==> config.mk <==
export PLATFORM = sky130hd
export DESIGN_NAME = pfx_queue
export DESIGN_NICKNAME = d
export VERILOG_FILES = /design/src/rtl/pfx_pkg.sv /design/src/rtl/pfx_queue.sv
export SDC_FILE = /design/constraint.sdc
export NUM_CORES = 1
export LEC_CHECK = 0
export BUFFER_PORTS_ARGS = -buffer_cell sky130_fd_sc_hd__buf_2
export CORE_AREA = 2 2 125 127
export CTS_BUF_LIST = sky130_fd_sc_hd__clkbuf_8 sky130_fd_sc_hd__clkbuf_16
export CTS_CLUSTER_SIZE = 24
export DETAILED_ROUTE_END_ITERATION = 16
export DIE_AREA = 0 0 127 129
export GPL_TIMING_DRIVEN = 0
export PLACE_DENSITY_LB_ADDON = 0.05
export SYNTH_ARGS = -nofsm -noshare
export SYNTH_HDL_FRONTEND = slang
export SYNTH_SLANG_ARGS = --single-unit
export TNS_END_PERCENT = 20
==> constraint.sdc <==
create_clock -name i_clk -period 4.2 [get_ports i_clk]
set_clock_uncertainty 0.15 [all_clocks]
set_input_delay 0.63 -clock i_clk [delete_from_list [all_inputs] [get_ports i_clk]]
set_output_delay 0.63 -clock i_clk [all_outputs]
set_load 0.02 [all_outputs]
==> src/rtl/pfx_pkg.sv <==
// Shared types and constants for the prefix code table decoder.
`timescale 1ns / 1ps
`default_nettype none
package pfx_pkg;

    localparam int unsigned CMD_W   = 2;
    localparam int unsigned IDX_W   = 8;
    localparam int unsigned SYM_W   = 8;
    localparam int unsigned LEN_W   = 6;
    localparam int unsigned CODE_W  = 32;
    localparam int unsigned BYTE_W  = 8;
    localparam int unsigned SCNT_W  = 9;
    localparam int unsigned TOTAL_W = 32;
    localparam int unsigned CFG_W   = 32;
    localparam int unsigned RUN_MAX = 8;

    localparam logic [CMD_W-1:0] CMD_LOAD = 2'd0;
    localparam logic [CMD_W-1:0] CMD_DATA = 2'd1;
    localparam logic [CMD_W-1:0] CMD_RUN  = 2'd2;

    localparam logic REG_SYMBOL_COUNT  = 1'b0;
    localparam logic REG_TOTAL_SYMBOLS = 1'b1;

    typedef enum logic [1:0] {
        K_NOP,
        K_LOAD,
        K_DATA,
        K_RUN
    } t_kind;

    typedef struct packed {
        t_kind              kind;
        logic [IDX_W-1:0]   idx;
        logic [SYM_W-1:0]   sym;
        logic [LEN_W-1:0]   len;
        logic [CODE_W-1:0]  code;
        logic [BYTE_W-1:0]  data_byte;
    } t_op;

    typedef struct packed {
        logic [SYM_W-1:0]  sym;
        logic [LEN_W-1:0]  len;
        logic [CODE_W-1:0] code;
    } t_entry;

    typedef struct packed {
        logic [SYM_W-1:0] symbol;
        logic             last;
        logic             done_res;
        logic             code_error;
    } t_res;

    typedef enum logic [2:0] {
        S_IDLE,
        S_SHIFT,
        S_CMP,
        S_RUN,
        S_FLUSH
    } t_state;

endpackage
`default_nettype wire

==> src/rtl/pfx_queue.sv <==
// Two-entry queue between the front end and the decode engine.
`timescale 1ns / 1ps
`default_nettype none
module pfx_queue
    import pfx_pkg::*;
(
    input  wire logic i_clk,
    input  wire logic i_rst_n,
    input  wire logic i_push,
    input  t_op       i_data,
    output logic      o_full,
    output logic      o_valid,
    input  wire logic i_pop,
    output t_op       o_data
);
    t_op        r_mem [2];
    logic       r_wp;
    logic       r_rp;
    logic [1:0] r_cnt;

    assign o_full  = (r_cnt == 2'd2);
    assign o_valid = (r_cnt != 2'd0);
    assign o_data  = r_mem[r_rp];

    always_ff @(posedge i_clk) begin
        if (i_push) begin
            r_mem[r_wp] <= i_data;
        end
    end

    always_ff @(posedge i_clk) begin
        if (!i_rst_n) begin
            r_wp  <= 1'b0;
            r_rp  <= 1'b0;
            r_cnt <= 2'd0;
        end else begin
            if (i_push) begin
                r_wp <= !r_wp;
            end
            if (i_pop) begin
                r_rp <= !r_rp;
            end
            r_cnt <= r_cnt + 2'(i_push) - 2'(i_pop);
        end
    end
endmodule
`default_nettype wire

==> impl_metrics.json <==
{
  "postCtsSetupBuffers": 0,
  "yosysUniqueCellTypes": 14,
  "dpl.hpwl_um": 6120,
  "hp-class": "input pin to flop",
  "critPathSlowestCell": "dfxtp_1",
  "path_delay_family": "buffers and inverters",
  "cpPeakStageDelay_ps": 330,
  "die_area_um2": 16400,
  "synth-seq-area-share_pct": 76.6,
  "tritoncts": "done",
  "vias": 2497,
  "grt_pass1_vias": 2621,
  "rows": 45,
  "syn_to_final_growth_pct": 31.0,
  "syn-cell-area_um2": 5150,
  "cts_max_path_buffers": 2,
  "seqCellArea_um2": 3940,
  "ctsHtreeMaxLevel": 4,
  "placed_cells": 544,
  "dr.pass1.iters": 4,
  "drive_gt1_share_pct": 61.6,
  "io_pins": 134,
  "viasPerCell": 4.33,
  "drv_cap": 0,
  "clock_latency_ps": 410,
  "required_ps": 3420,
  "cts_resized": 0,
  "power_leakage_nw": 2.68,
  "track_usage_pct": 11.8,
  "final_hold_viol_count": 0,
  "nets": 445,
  "synth_top_area_share_pct": 74.7,
  "numCtsBuffers": 17,
  "routedWlPerCell_um": 15.9,
  "postSynthCellCount": 220,
  "routed_wl_um": 9180,
  "stdcell_count": 577,
  "ys_seq_elements": 133,
  "clk_pin_slew_worst_paths_ps": 60,
  "tightest_slew_ps": 909,
  "cp-end-kind": "output port",
  "synth.top_cells.by_area": "edfxtp_1, mux2_4, buf_12",
  "slew_headroom_pct": 39.3,
  "filler_cell_count": 1346,
  "period_share_pct": 56.7,
  "setup_viol": 0,
  "synth_top_area_cell": "edfxtp_1",
  "ir_drop_uv": 294,
  "cts-root-buf": "clkbuf_16",
  "critPathBufInv": 3,
  "die_y_um": 129,
  "grt_pass1_wl_um": 13900,
  "avgSynthCellArea_um2": 23.4,
  "status": "completed",
  "powerDensity_nw_per_um2": 520,
  "path_cells": "buf_6, buf_12, mux2_4, buf_2",
  "dp_slack_ps": 1670,
  "syn-num-nets": 290,
  "portBuffers": 133,
  "drv_slew": 0,
  "drc": 0,
  "hold_buffers": 0,
  "crit_fanout": 10,
  "multi_input_area_um2": 1080,
  "grt_remaining_overflow": 0,
  "cp-start-kind": "flop",
  "die_w_um": 127,
  "gp_congestion": 0.640,
  "layout_setup_ws_ps": 1820,
  "cts_sinks": 133,
  "final_antenna_net_count": 0,
  "mostFrequentLayoutCell": "buf_2",
  "crit_type": "flop to output port",
  "critPathArrivalTime_ps": 1600,
  "post-route-min-period_ps": 2380,
  "synth_warnings": 0,
  "max_freq_mhz": 420,
  "layout_common_cells": "buf_2, edfxtp_1, mux2_4",
  "drt-initial-drc-count": 77,
  "grt_max_degree": 38,
  "core-area_um2": 15000,
  "rsz0062_at_grt": "false",
  "antenna_found_initial": 2,
  "start_util_pct": 34.4
}
[worst paths after layout]
check	cells past startpoint	startpoint	endpoint	slack, ps
min reg2reg	2	r_rp$_SDFFE_PN0P_	r_rp$_SDFFE_PN0P_	440
max	4	flop	o_data[55]	1820
max reg2reg	3	r_wp$_SDFFE_PN0P_	r_mem[0][52]$_DFFE_PP_	2220
min	1	i_data[12]	r_mem[1][12]$_DFFE_PP_	250
[stage by stage]
stage               power, mW  TNS, ps  hold WS, ps  utilization (%)  area (µm²)
finish                   3.50        0          250             45.0        6740
global route             3.64        0          224             45.0        6740
CTS                      3.56        0          225             45.0        6740
detailed placement       2.03        0          431             40.9        6130
global placement         2.02  -145970          418             40.4        6050
floorplan                1.88        0          405                -        5150
[synthesized netlist by cell type]
master,instances
mux2_2,4
mux2_4,60
or2_2,1
edfxtp_1,128
o21a_1,1
nor2b_1,4
xnor3_1,1
xor2_1,1
dfxtp_1,5
inv_1,2
buf_6,1
ha_1,2
buf_12,6
and2_1,4
[worst register-to-register path: cells and delay by family (launching register included)]
| family | cells | cell delay [ps] |
|---|---|---|
| flip-flops | 1 | 340 |
| AND/OR/NAND/NOR | 1 | 720 |
| buffers and inverters | 2 | 450 |
[kinds of logic after synthesis]
logic type	count (synthesis)	synth area share, %
flip-flops	133	76.6
multiplexers	64	18.4
buffers and inverters	9	2.70
AND/OR/NAND/NOR	9	1.09
XOR/XNOR	2	0.608
adder cells (fa/ha/maj)	2	0.486
AO/OA/AOI/OAI	1	0.146
[metal layers]
metal,vias up,wire (µm),track usage (%)
met4,2,237,7.56
met3,18,710,5.36
li1,1183,-,-
met1,1209,3730,13.1
met2,85,4480,18.5
met5,-,14,0
[sequential cells by signal (all words and copies together) (netlist names), named ones only]
name   count
r_cnt      2
r_wp       1
r_rp       1
r_mem    128
[layout make-up]
class                   instances  area share, %
well taps                     188           3.49
clock inverters                15           2.78
repair buffers                136           10.9
flip-flops and latches        133           58.5
plain buffers                   7           1.95
multi-input cells              78           16.0
clock buffers                  17           6.31
diodes                          1         0.0371
inverters                       2          0.111
[power breakdown]
group | switching (mW) | total, mW | internal (mW)
registers | 0.0182 | 1.55 | 1.53
logic | 0.227 | 0.442 | 0.215
clock network | 0.527 | 1.51 | 0.982
total | 0.772 | 3.50 | 2.73
Note: power is estimated with default switching activity, not from simulation.
