===== src/rtl/pfx_pkg.sv =====
// Shared types and constants for the prefix code table decoder.
`timescale 1ns / 1ps
`default_nettype none
package pfx_pkg;

    localparam int unsigned CMD_W   = 2;
    localparam int unsigned IDX_W   = 8;
    localparam int unsigned SYM_W   = 8;
    localparam int unsigned LEN_W   = 6;
    localparam int unsigned CODE_W  = 32;
    localparam int unsigned BYTE_W  = 8;
    localparam int unsigned SCNT_W  = 9;
    localparam int unsigned TOTAL_W = 32;
    localparam int unsigned CFG_W   = 32;
    localparam int unsigned RUN_MAX = 8;

    localparam logic [CMD_W-1:0] CMD_LOAD = 2'd0;
    localparam logic [CMD_W-1:0] CMD_DATA = 2'd1;
    localparam logic [CMD_W-1:0] CMD_RUN  = 2'd2;

    localparam logic REG_SYMBOL_COUNT  = 1'b0;
    localparam logic REG_TOTAL_SYMBOLS = 1'b1;

    typedef enum logic [1:0] {
        K_NOP,
        K_LOAD,
        K_DATA,
        K_RUN
    } t_kind;

    typedef struct packed {
        t_kind              kind;
        logic [IDX_W-1:0]   idx;
        logic [SYM_W-1:0]   sym;
        logic [LEN_W-1:0]   len;
        logic [CODE_W-1:0]  code;
        logic [BYTE_W-1:0]  data_byte;
    } t_op;

    typedef struct packed {
        logic [SYM_W-1:0]  sym;
        logic [LEN_W-1:0]  len;
        logic [CODE_W-1:0] code;
    } t_entry;

    typedef struct packed {
        logic [SYM_W-1:0] symbol;
        logic             last;
        logic             done_res;
        logic             code_error;
    } t_res;

    typedef enum logic [2:0] {
        S_IDLE,
        S_SHIFT,
        S_CMP,
        S_RUN,
        S_FLUSH
    } t_state;

endpackage
`default_nettype wire


===== src/rtl/pfx_in_if.sv =====
// Input channel: one command beat per item.
`timescale 1ns / 1ps
`default_nettype none
interface pfx_in_if;
    import pfx_pkg::*;
    logic                valid;
    logic                ready;
    logic [CMD_W-1:0]    command;
    logic [IDX_W-1:0]    entry_index;
    logic [SYM_W-1:0]    entry_symbol;
    logic [LEN_W-1:0]    entry_length;
    logic [CODE_W-1:0]   entry_code;
    logic [BYTE_W-1:0]   data_byte;

    modport source (output valid, command, entry_index, entry_symbol, entry_length,
                    entry_code, data_byte, input ready);
    modport sink   (input valid, command, entry_index, entry_symbol, entry_length,
                    entry_code, data_byte, output ready);
endinterface
`default_nettype wire


===== src/rtl/pfx_front.sv =====
// Front end: accepts input beats, classifies them and drops those with no effect.
`timescale 1ns / 1ps
`default_nettype none
module pfx_front
    import pfx_pkg::*;
#(
    parameter int unsigned MAX_ENTRIES = 256
) (
    pfx_in_if.sink           i_in,
    input  wire logic [SCNT_W-1:0] i_symbol_count,
    input  wire logic        i_q_full,
    output logic             o_q_push,
    output t_op              o_q_data
);
    logic  single_mode;
    logic  idx_ok;
    t_kind kind;

    assign single_mode = (i_symbol_count == SCNT_W'(1));
    assign idx_ok      = ({1'b0, i_in.entry_index} < (IDX_W + 1)'(MAX_ENTRIES));

    always_comb begin
        unique case (i_in.command)
            CMD_LOAD: kind = idx_ok ? K_LOAD : K_NOP;
            CMD_DATA: kind = single_mode ? K_NOP : K_DATA;
            CMD_RUN:  kind = single_mode ? K_RUN : K_NOP;
            default:  kind = K_NOP;
        endcase
    end

    assign i_in.ready = !i_q_full;

    // Beats that cannot produce results or change state never enter the queue.
    assign o_q_push = i_in.valid && !i_q_full && (kind != K_NOP);

    assign o_q_data.kind      = kind;
    assign o_q_data.idx       = i_in.entry_index;
    assign o_q_data.sym       = i_in.entry_symbol;
    assign o_q_data.len       = i_in.entry_length;
    assign o_q_data.code      = i_in.entry_code;
    assign o_q_data.data_byte = i_in.data_byte;
endmodule
`default_nettype wire


===== src/flat_wrapper.sv =====
// flat-port wrapper written by rule: the top's interface ports become plain ports
module pfx_front_flat import pfx_pkg::*;
#(
    parameter int unsigned MAX_ENTRIES = 256
)
  (i_symbol_count, i_q_full, o_q_push, o_q_data, i_in_valid, i_in_command, i_in_entry_index, i_in_entry_symbol, i_in_entry_length, i_in_entry_code, i_in_data_byte, i_in_ready);
  pfx_in_if i_in_i ();
  input  wire logic [SCNT_W-1:0] i_symbol_count;
  input  wire logic i_q_full;
  output logic o_q_push;
  output t_op o_q_data;
  input wire logic [$bits(i_in_i.valid)-1:0] i_in_valid;
  input wire logic [$bits(i_in_i.command)-1:0] i_in_command;
  input wire logic [$bits(i_in_i.entry_index)-1:0] i_in_entry_index;
  input wire logic [$bits(i_in_i.entry_symbol)-1:0] i_in_entry_symbol;
  input wire logic [$bits(i_in_i.entry_length)-1:0] i_in_entry_length;
  input wire logic [$bits(i_in_i.entry_code)-1:0] i_in_entry_code;
  input wire logic [$bits(i_in_i.data_byte)-1:0] i_in_data_byte;
  output wire logic [$bits(i_in_i.ready)-1:0] i_in_ready;
  assign i_in_i.valid = i_in_valid;
  assign i_in_i.command = i_in_command;
  assign i_in_i.entry_index = i_in_entry_index;
  assign i_in_i.entry_symbol = i_in_entry_symbol;
  assign i_in_i.entry_length = i_in_entry_length;
  assign i_in_i.entry_code = i_in_entry_code;
  assign i_in_i.data_byte = i_in_data_byte;
  assign i_in_ready = i_in_i.ready;
  pfx_front #(.MAX_ENTRIES(MAX_ENTRIES)) u_core (.i_in(i_in_i), .i_symbol_count(i_symbol_count), .i_q_full(i_q_full), .o_q_push(o_q_push), .o_q_data(o_q_data));
endmodule

===== config.mk =====
export PLATFORM = sky130hd
export DESIGN_NAME = pfx_front_flat
export DESIGN_NICKNAME = d
export VERILOG_FILES = /design/src/rtl/pfx_pkg.sv /design/src/rtl/pfx_in_if.sv /design/src/rtl/pfx_front.sv /design/src/flat_wrapper.sv
export SDC_FILE = /design/constraint.sdc
export NUM_CORES = 1
export LEC_CHECK = 0
export ABC_CLOCK_PERIOD_IN_PS = 1200
export BUFFER_PORTS_ARGS = -buffer_cell sky130_fd_sc_hd__buf_4
export CORE_ASPECT_RATIO = 0.6
export CORE_MARGIN = 4
export CORE_UTILIZATION = 20
export DETAILED_ROUTE_END_ITERATION = 12
export PLACE_DENSITY = 0.78
export SLEW_MARGIN = 15
export SYNTH_ARGS = -nofsm -noshare
export SYNTH_HDL_FRONTEND = slang
export SYNTH_SLANG_ARGS = --single-unit

===== constraint.sdc =====
create_clock -name vclk -period 1.2
set_input_delay 0.24 -clock vclk [all_inputs]
set_output_delay 0.24 -clock vclk [all_outputs]
set_load 0.01 [all_outputs]

==> implementation parameters <==
Parameter                              Value

Critical path
  Arr. time, crit path ... between 1 and 1.5 ns
  Type of the setup path with the least slack ... in -> out
  Type of destination of the critical path ... output pin
  Required time worst endpoint ... between 0.9 and 1 ns
  Top fanout value on the critical path ... 2
  Startpoint class of the critical path ... input port

STA
  Slew at the pin with the worst max-slew slack ... 0.184 ns
  Number of max-slew violations in the final report ... 0
  FMAX ... between 700 and 800 MHz
  Sum of negative setup slack ... -0.586 ns
  Count of final setup violators ... 3
  Unrepaired setup endpoints after global routing ... yes
  Worst path setup slack after routing ... -0.212 ns
  Crit path time final ... 1.41 ns
  Relative slew margins ... 0.877
  Final hold vios ... 0
  Portion of the clock cycle consumed by the worst path in the final layout ... 1.18

Routing
  Initial DRC Count ... 8
  Post-DR wirelength/cell ... 20.4 um
  Router iterations before antenna repair ... 3
  Vias after detailed routing ... roughly 260
  Remaining number of nets flagged by the antenna check after routing ... 0
  Final wirelength ... roughly 1.3 mm
  Via density per instance ... around 4.3
  Number of DRC violations after detailed routing ... 0

Floorplan
  Core footprint ... 2560 um^2
  Die area ... 3670 um^2
  Initial cell density of the core ... 0.214
  Number of primary I/O pins ... 141
  Die Y-Extent ... 48.5 um
  Num rows ... 14
  Die Span X ... 75.6 um

Synthesis
  Synth Warn # ... 0
  Post-synth net total ... 149
  Post-synthesis cell type count ... 10
  Post-synthesis instance area ... 548 um^2
  Proportion of synthesized chip area in sequential cells ... 0
  Gate Count Post-Synth ... 74
  Average instance area after synthesis ... between 7 and 8 um^2

Layout
  Layout clock buffers ... 0
  Commonest cells after routing, fill and taps aside ... buf_4 (15), nand2b_1 (3), buf_6 (3), nor2_1 (2)
  Leading cell type in the layout, fill and taps excluded ... buf_4
  Fraction of final layout cells with drive strength greater than 1 ... 0.733
  Layout overhead on the synthesized area ... -49.3%
  End-of-flow core utilization ... 0.109
  Sequential cell area ... 0 um^2
  Number of nets in the final layout ... 107
  Num sequential ... 0
  Antenna fix cells ... 0

Global routing
  Met2 routing resource usage after global routing ... 0.0530
  Residual overflow from global routing ... 0
  Most Crowded Layer GR ... met3
  Met1 routing resource usage after global routing ... 0.0452
  Maximum number of pins on one net before global-route repair ... 5
  GR Layer Usage met3 ... 0.143
  Global-route wire length before repair ... 1.64 mm
  Antenna violations before repair ... 0
  Number of global-route vias before repair ... roughly 290
  Overall Global Routing Usage ... 0.0602

Pwr
  Sum of internal, switching and leakage power ... 0.0000687 W
  Worst IR drop on VDD ... 0.0000452 V
  Areal power density over the cells ... 247 nW/um^2
  Static Leak ... roughly 0.13 nW

Outcome
  Status ... finished, violations left
  Violated checks ... setup timing

Clocking
  Hold buffer count at cts ... 0
  Number of setup buffers added after CTS ... 0

Placement
  Gpl congestion ... 0.621
  Number of buffers inserted by port buffering ... 17

Hold path
  Classification of the worst-slack hold path ... in -> out

Flow run
  Max Cap Viol ... 0
## cell families after synthesis
kind of cell	after synthesis	share of synthesized area
AO/OA/AOI/OAI	1	0.00912
AND/OR/NAND/NOR	8	0.0959
multiplexers	2	0.0388
buffers and inverters	63	0.856
## repair_timing
action | CTS | global route
cloned | 0 | 0
pin swaps | 3 | 2
setup endpoints to repair | 3 | 3
gates resized for setup | 3 | 2
## critical path, stage by stage
cell and delay (ns):
buf_6 0.09, nor4_2 0.24, nand4b_1 0.15, buf_4 0.17
mux2i_1 0.13, buf_4 0.14
## metrics by stage
stage,setup WS [ns],area (um^2),hold slack [ns],cells
global placement,-0.218,258,0.480,62
finish,-0.212,278,0.480,62
global route,-0.281,278,0.480,62
CTS,-0.217,269,0.480,62
floorplan,-0.0251,548,0.524,74
detailed placement,-0.234,258,0.480,62
## cell type report
type / instances / area, um^2
inverters: 1 / 3.75
well taps: 32 / 40.0
repair buffers: 18 / 146
fillers: 301 / 2280
multi-input cells: 11 / 87.6
## worst paths after layout
kind,from,end,cells past startpoint
setup / recovery,i_symbol_count[6],o_q_data[63],6
hold / removal,i_in_entry_code[20],o_q_data[28],0
## power breakdown
part | internal (W) | switching (W) | total (W)
registers | 0 | 0 | 0
logic | 0.0000458 | 0.0000229 | 0.0000687
clock network | 0 | 0 | 0
## synth_stat cells
master / n / area (um^2)
buf_4: 62 / 465
nand2b_1: 3 / 18.8
nor2_1: 2 / 7.51
a21oi_1: 1 / 5.00
inv_1: 1 / 3.75
mux2_1: 1 / 11.3
mux2i_1: 1 / 10.0
nand4b_1: 1 / 8.76
nor3_1: 1 / 5.00
nor4_2: 1 / 12.5
## per-layer routing
| metal | up-vias | part of all wire | routed length (um) |
|---|---|---|---|
| met3 | 6 | 0.36 | 461 |
| met4 | 0 | 0.011 | 14 |
| met2 | 74 | 0.38 | 481 |
| met1 | 104 | 0.24 | 307 |
| li1 | 80 | - | - |
| met5 | - | 0 | 0 |
(Power assumes the default switching activity.)
